## src/ssi_pkg.sv

```systemverilog
// ----------------------------------------------------------------------------
// ssi_pkg
// shared constants, register indexes and control types
// ----------------------------------------------------------------------------
package ssi_pkg;

  localparam int COORD_WIDTH_DEF = 32;
  localparam int CFG_INDEX_WIDTH = 3;

  localparam logic [CFG_INDEX_WIDTH-1:0] REG_RAY_START_X = 3'd0;
  localparam logic [CFG_INDEX_WIDTH-1:0] REG_RAY_START_Y = 3'd1;
  localparam logic [CFG_INDEX_WIDTH-1:0] REG_RAY_END_X   = 3'd2;
  localparam logic [CFG_INDEX_WIDTH-1:0] REG_RAY_END_Y   = 3'd3;

  typedef struct packed {
    logic valid;
    logic hit;
  } ssi_ctl_t;

endpackage

```

## src/ssi_div_cell.sv

```systemverilog
// ----------------------------------------------------------------------------
// ssi_div_cell
// one restoring divide step, one quotient bit for x and for y
// ----------------------------------------------------------------------------
module ssi_div_cell #(
  parameter int MW    = 65,
  parameter int NW    = 97,
  parameter int QW    = 32,
  parameter int SHIFT = 0
) (
  input  logic              clk,
  input  logic              rst_n,
  input  logic              en,
  input  ssi_pkg::ssi_ctl_t ctl_i,
  input  logic [MW-1:0]     den_i,
  input  logic [NW-1:0]     rx_i,
  input  logic [NW-1:0]     ry_i,
  input  logic [QW-1:0]     qx_i,
  input  logic [QW-1:0]     qy_i,
  output ssi_pkg::ssi_ctl_t ctl_o,
  output logic [MW-1:0]     den_o,
  output logic [NW-1:0]     rx_o,
  output logic [NW-1:0]     ry_o,
  output logic [QW-1:0]     qx_o,
  output logic [QW-1:0]     qy_o
);

  logic [NW-1:0]     dsh;
  logic              gex, gey;
  ssi_pkg::ssi_ctl_t ctl_r;
  logic [MW-1:0]     den_r;
  logic [NW-1:0]     rx_r, ry_r;
  logic [QW-1:0]     qx_r, qy_r;

  assign dsh = NW'(den_i) << SHIFT;
  assign gex = rx_i >= dsh;
  assign gey = ry_i >= dsh;

  always_ff @(posedge clk) begin
    if (!rst_n) begin
      ctl_r <= '0;
    end else if (en) begin
      ctl_r <= ctl_i;
    end
  end

  always_ff @(posedge clk) begin
    if (en) begin
      den_r <= den_i;
      rx_r  <= gex ? rx_i - dsh : rx_i;
      ry_r  <= gey ? ry_i - dsh : ry_i;
      qx_r  <= qx_i | ({{(QW-1){1'b0}}, gex} << SHIFT);
      qy_r  <= qy_i | ({{(QW-1){1'b0}}, gey} << SHIFT);
    end
  end

  assign ctl_o = ctl_r;
  assign den_o = den_r;
  assign rx_o  = rx_r;
  assign ry_o  = ry_r;
  assign qx_o  = qx_r;
  assign qy_o  = qy_r;

endmodule

```

## config.mk

```make
export PLATFORM = sky130hd
export DESIGN_NAME = ssi_div_cell
export DESIGN_NICKNAME = d
export VERILOG_FILES = /design/src/ssi_pkg.sv /design/src/ssi_div_cell.sv
export SDC_FILE = /design/constraint.sdc
export NUM_CORES = 1
export LEC_CHECK = 0
export BUFFER_PORTS_ARGS = -buffer_cell sky130_fd_sc_hd__clkbuf_2
export CORE_ASPECT_RATIO = 2
export CORE_MARGIN = 2
export CORE_UTILIZATION = 25
export CTS_BUF_LIST = sky130_fd_sc_hd__clkbuf_16
export DETAILED_ROUTE_END_ITERATION = 16
export SLEW_MARGIN = 30
export SYNTH_ARGS = -nofsm -noshare
export SYNTH_HDL_FRONTEND = slang
export SYNTH_SLANG_ARGS = --single-unit
export TNS_END_PERCENT = 10
```

## constraint.sdc

```tcl
create_clock -name clk -period 6 [get_ports clk]
set_clock_uncertainty 0.1 [all_clocks]
set_input_delay 1.2 -clock clk [delete_from_list [all_inputs] [get_ports clk]]
set_output_delay 1.2 -clock clk [all_outputs]
set_load 0.05 [all_outputs]
```

---- After elaboration in Yosys (flattened, before gate mapping) ----
Cells that the tools add are included.
storage, ports and cells
  word-level logic and storage cells ...... 15
  latch bits .............................. 0
  ROM bits ................................ 0
  memories kept ........................... 0
  RAM bits ................................ 0
  bits in registers ....................... 325
operators by class
  shift operators ......................... 0
  $mul .................................... 0
  $lt $le $gt $ge ......................... 2
  add/sub/neg operators ................... 2
  reduce and logical (&&, ||, !) cells .... 0
  mux-type cells .......................... 2
  equal/unequal tests ..................... 0
  bitwise operators ....................... 2
  div/mod/pow operators ................... 0
operator list
  operator        number
  $ge 97x65->1    2
  $mux 97         2
  $sub 97x65->97  2
  $or 32x1->32    2

---- Logic depth before layout (Yosys ltp) ----
  word-level depth ........................ 2
  depth in mapped cells ................... 15

---- Worst setup path after synthesis ----
No wires, ideal clock.
  path kind ............................... input to register
  from .................................... input rx_i[0]
  to ...................................... register rx_r[80] (netlist: rx_o[80]), data pin
  stages .................................. 14
  setup slack ............................. 1487 ps
  data arrival time ....................... 4142 ps
  cell sequence ........................... inv_1 ha_1 inv_1 fa_1 a21o_1 a221oi_1 o31ai_1 a31oi_1 o32a_1 o21ai_0 a211oi_1 o2111ai_1 nor4_1 xor2_1
between the ends
  word-level cells in the longest chain between the ends .. 2
  elaborated cells between the ends (all ways) .. 3
RTL lines
  what                                                   RTL line                                source
  from (decl)                                            ssi_div_cell.sv:16                      input logic [NW-1:0] rx_i,
  $sub 97x65->97 / $ge 97x65->1 (equally long branches)  ssi_div_cell.sv:50, ssi_div_cell.sv:36
  $mux 97 *                                              ssi_div_cell.sv:50                      rx_r <= gex ? rx_i - dsh : rx_i;
  to (signal assigned)                                   ssi_div_cell.sv:50
  to (decl)                                              ssi_div_cell.sv:32                      logic [NW-1:0] rx_r, ry_r;
Every way passes the cells marked *; elsewhere a longest branch is shown, timed or not.
A chain may end at the register's enable or synchronous reset.

---- Final worst setup path ----
  from .................................... input den_i[13]
  to ...................................... register rx_r[94] (netlist: rx_o[94]), data pin
between the ends
  word-level cells in the longest chain between the ends .. 2
  elaborated cells between the ends (all ways) .. 3
RTL lines
  what                                                   RTL line                                source
  from (decl)                                            ssi_div_cell.sv:15                      input logic [MW-1:0] den_i,
  $sub 97x65->97 / $ge 97x65->1 (equally long branches)  ssi_div_cell.sv:50, ssi_div_cell.sv:36
  $mux 97 *                                              ssi_div_cell.sv:50
Marked as above.

==> out/metrics.cfg <==
[status]
status = finished clean

[synthesis]
synth_fp_nets = 2688
async_flop_share = 0
synth-seq-area-share = 0.455
syn_inst = 2228
synth.top_cell.area_share = 0.453
ys_ff_latch = 325
avgSynthCellArea_um2 = 9.60
syn_area_um2 = 21400
ys_top_cells_by_area = edfxtp_1 (45%), ha_1 (7.6%), a21oi_1 (6.3%), xnor2_1 (4.3%), nor2_1 (4.0%)
synth_common_cells = edfxtp_1 (323), a21oi_1 (270), nor2_1 (227)
yosys_warnings = 0
yosysUniqueCellTypes = 80
synth_top_flop_cell = edfxtp_1
synth_edf_count = 323
yosysMostFrequentCell = edfxtp_1
synth.largest_area_cell = edfxtp_1

[floorplanning]
dieWidth_um = 211
placementRows = 151
dieArea_um2 = 88100
core_um2 = 84800
die_h_um = 418
ioPinCount = 653
initial_core_util = 0.252

[clocking]
cts_max_path_buffers = 3
clkSinkCount = 325
cts_tree = yes
post-cts-setup-buffers = 0
path_clk_slew_ps = 60
cts_buffers = 35
clock_latency_ps = 590
hold_buffers = 0
ctsResizeCount = 0
h-tree-depth = 2
root_buffer = clkbuf_16

[worst_hold_path]
hold_class = reg2reg

[setup_path]
critPathKind = in2reg
required_ps = 6210
worstPathCellList = clkbuf_2 -> inv_1 -> ha_1 -> a21oi_1 -> o211ai_1 -> o211ai_1 -> nor3b_1 -> buf_4 -> o31a_1 -> o31a_1 -> o2111ai_1 -> buf_4 -> nor4_1 -> xor2_1
r2r_slack_ps = 5300
crit_family = compound AO/OA/AOI/OAI gates
arrival_ps = 5430
slowest_stage = a21oi_1
crit_fanout = 10
end_kind = register
setup.worst_path.start_class = input pin
max_stage_delay_ps = 790
path_buf_inv = 4

[timing]
finalCritPeriodShare = 0.871
tightest_slew_ps = 993
hold_viol = 0
maxSlewHeadroom = 0.331
drv_slew = 0
fin_crit_ps = 5230
setup_tns_ps = 0
fmax_ghz = 0.191
setup_viol = 0
rsz0062_at_grt = false

[global_route]
grt_remaining_overflow = 0
grt_pass1_vias = 20665
grt_antenna_before_repair = 14
grt_start_max_net_pins = 99
grt.total_usage = 0.226
grt_pass1_wl_um = 142000

[place]
detailed_place_hpwl_um = 87100
dp.cells = 3911
portBuffers = 652
place.gp.congestion = 0.981

[run]
cap_violations = 0

[routing]
wl_per_cell_um = 25.8
wirelength_um = 103000
drtPass1Iterations = 6
num_vias = 20281
final_antenna_net_count = 0
drc_errors = 0
dr.first_iter.drc_count = 1324
viasPerCell = 5.10

[pwr]
power_density_nw_per_um2 = 294
p_leak_nw = 11.4
p_total_mw = 8.02
max-vdd-ir-drop_mv = 0.244

[cells_and_area]
finalNetCount = 3337
drive_gt1_frac = 0.277
fin_cells = 3975
area_growth_syn_to_layout_pct = 27.4

==> final timing paths <==
kind / start / end / cells past startpoint
max: den_i[13] / rx_o[94] / 14
min: ctl_o[0] / ctl_o[0] / 2
max reg2reg: ctl_o[0] / ctl_o[0] / 2
min reg2reg: ctl_o[0] / ctl_o[0] / 2
==> area by class of cell <==
type / count / area, µm²
Timing Repair Buffer: 703 / 3690
Inverter: 102 / 383
Sequential cell: 325 / 9740
Antenna cell: 1 / 2.50
Tap cell: 1071 / 1340
Clock inverter: 27 / 262
Multi-Input combinational cell: 1710 / 10900
Clock buffer: 36 / 901
Fill cell: 8968 / 57600
==> state kept, by name, indices dropped and copies added, names as in the netlist <==
| name | cells |
|---|---|
| den_o | 65 |
| ry_o | 97 |
| rx_o | 97 |
| qy_o | 32 |
| qx_o | 32 |
| ctl_o | 2 |
==> cell usage in the layout, fill, tap and decap left out, drive strengths merged, types with 81 or more instances in the layout <==
| master | instances |
|---|---|
| clkbuf | 687 |
| edfxtp | 323 |
| a21oi | 270 |
| nor2 | 228 |
| nand2 | 192 |
| ha | 130 |
| o21ai | 122 |
| inv | 114 |
| xnor2 | 105 |
| xor2 | 81 |
==> layer usage <==
metal / GRT usage / vias up / share of wire
li1: - / 9591 / -
met1: 0.231 / 9560 / 0.35
met2: 0.428 / 923 / 0.52
met3: 0.0501 / 191 / 0.071
met4: 0.114 / 16 / 0.056
met5: 0 / - / 0.0011
==> power breakdown <==
group / switching, mW / leakage (nW) / internal [mW] / total (mW)
Clock: 1.06 / 0.586 / 1.25 / 2.31
Combinational: 2.05 / 7.66 / 0.733 / 2.79
Sequential: 0.0915 / 3.18 / 2.83 / 2.92
Total: 3.20 / 11.4 / 4.81 / 8.02
==> logic make-up after synthesis <==
family,share of synthesized area
AO/OA/AOI/OAI,0.176
XOR/XNOR,0.0761
adder cells (fa/ha/maj),0.0779
buffers and inverters,0.0348
flip-flops,0.455
multiplexers,0.00982
AND/OR/NAND/NOR,0.170
==> stage by stage <==
stage | hold slack [ps] | util | worst slack, ps | instance area [µm²]
finish | 436 | 0.321 | 775 | 27300
global route | 470 | 0.321 | 537 | 27300
CTS | 433 | 0.321 | 866 | 27300
detailed placement | 421 | 0.308 | 241 | 26100
global placement | 395 | 0.308 | 145 | 26100
floorplan | 643 | - | 1490 | 21400
==> worst min-delay path, stage by stage, from the launching register on <==
cell and delay (ps):
dfxtp_1 310, mux2i_1 120, nor2b_1 60
No activity file was read; power rests on OpenSTA's default activity.
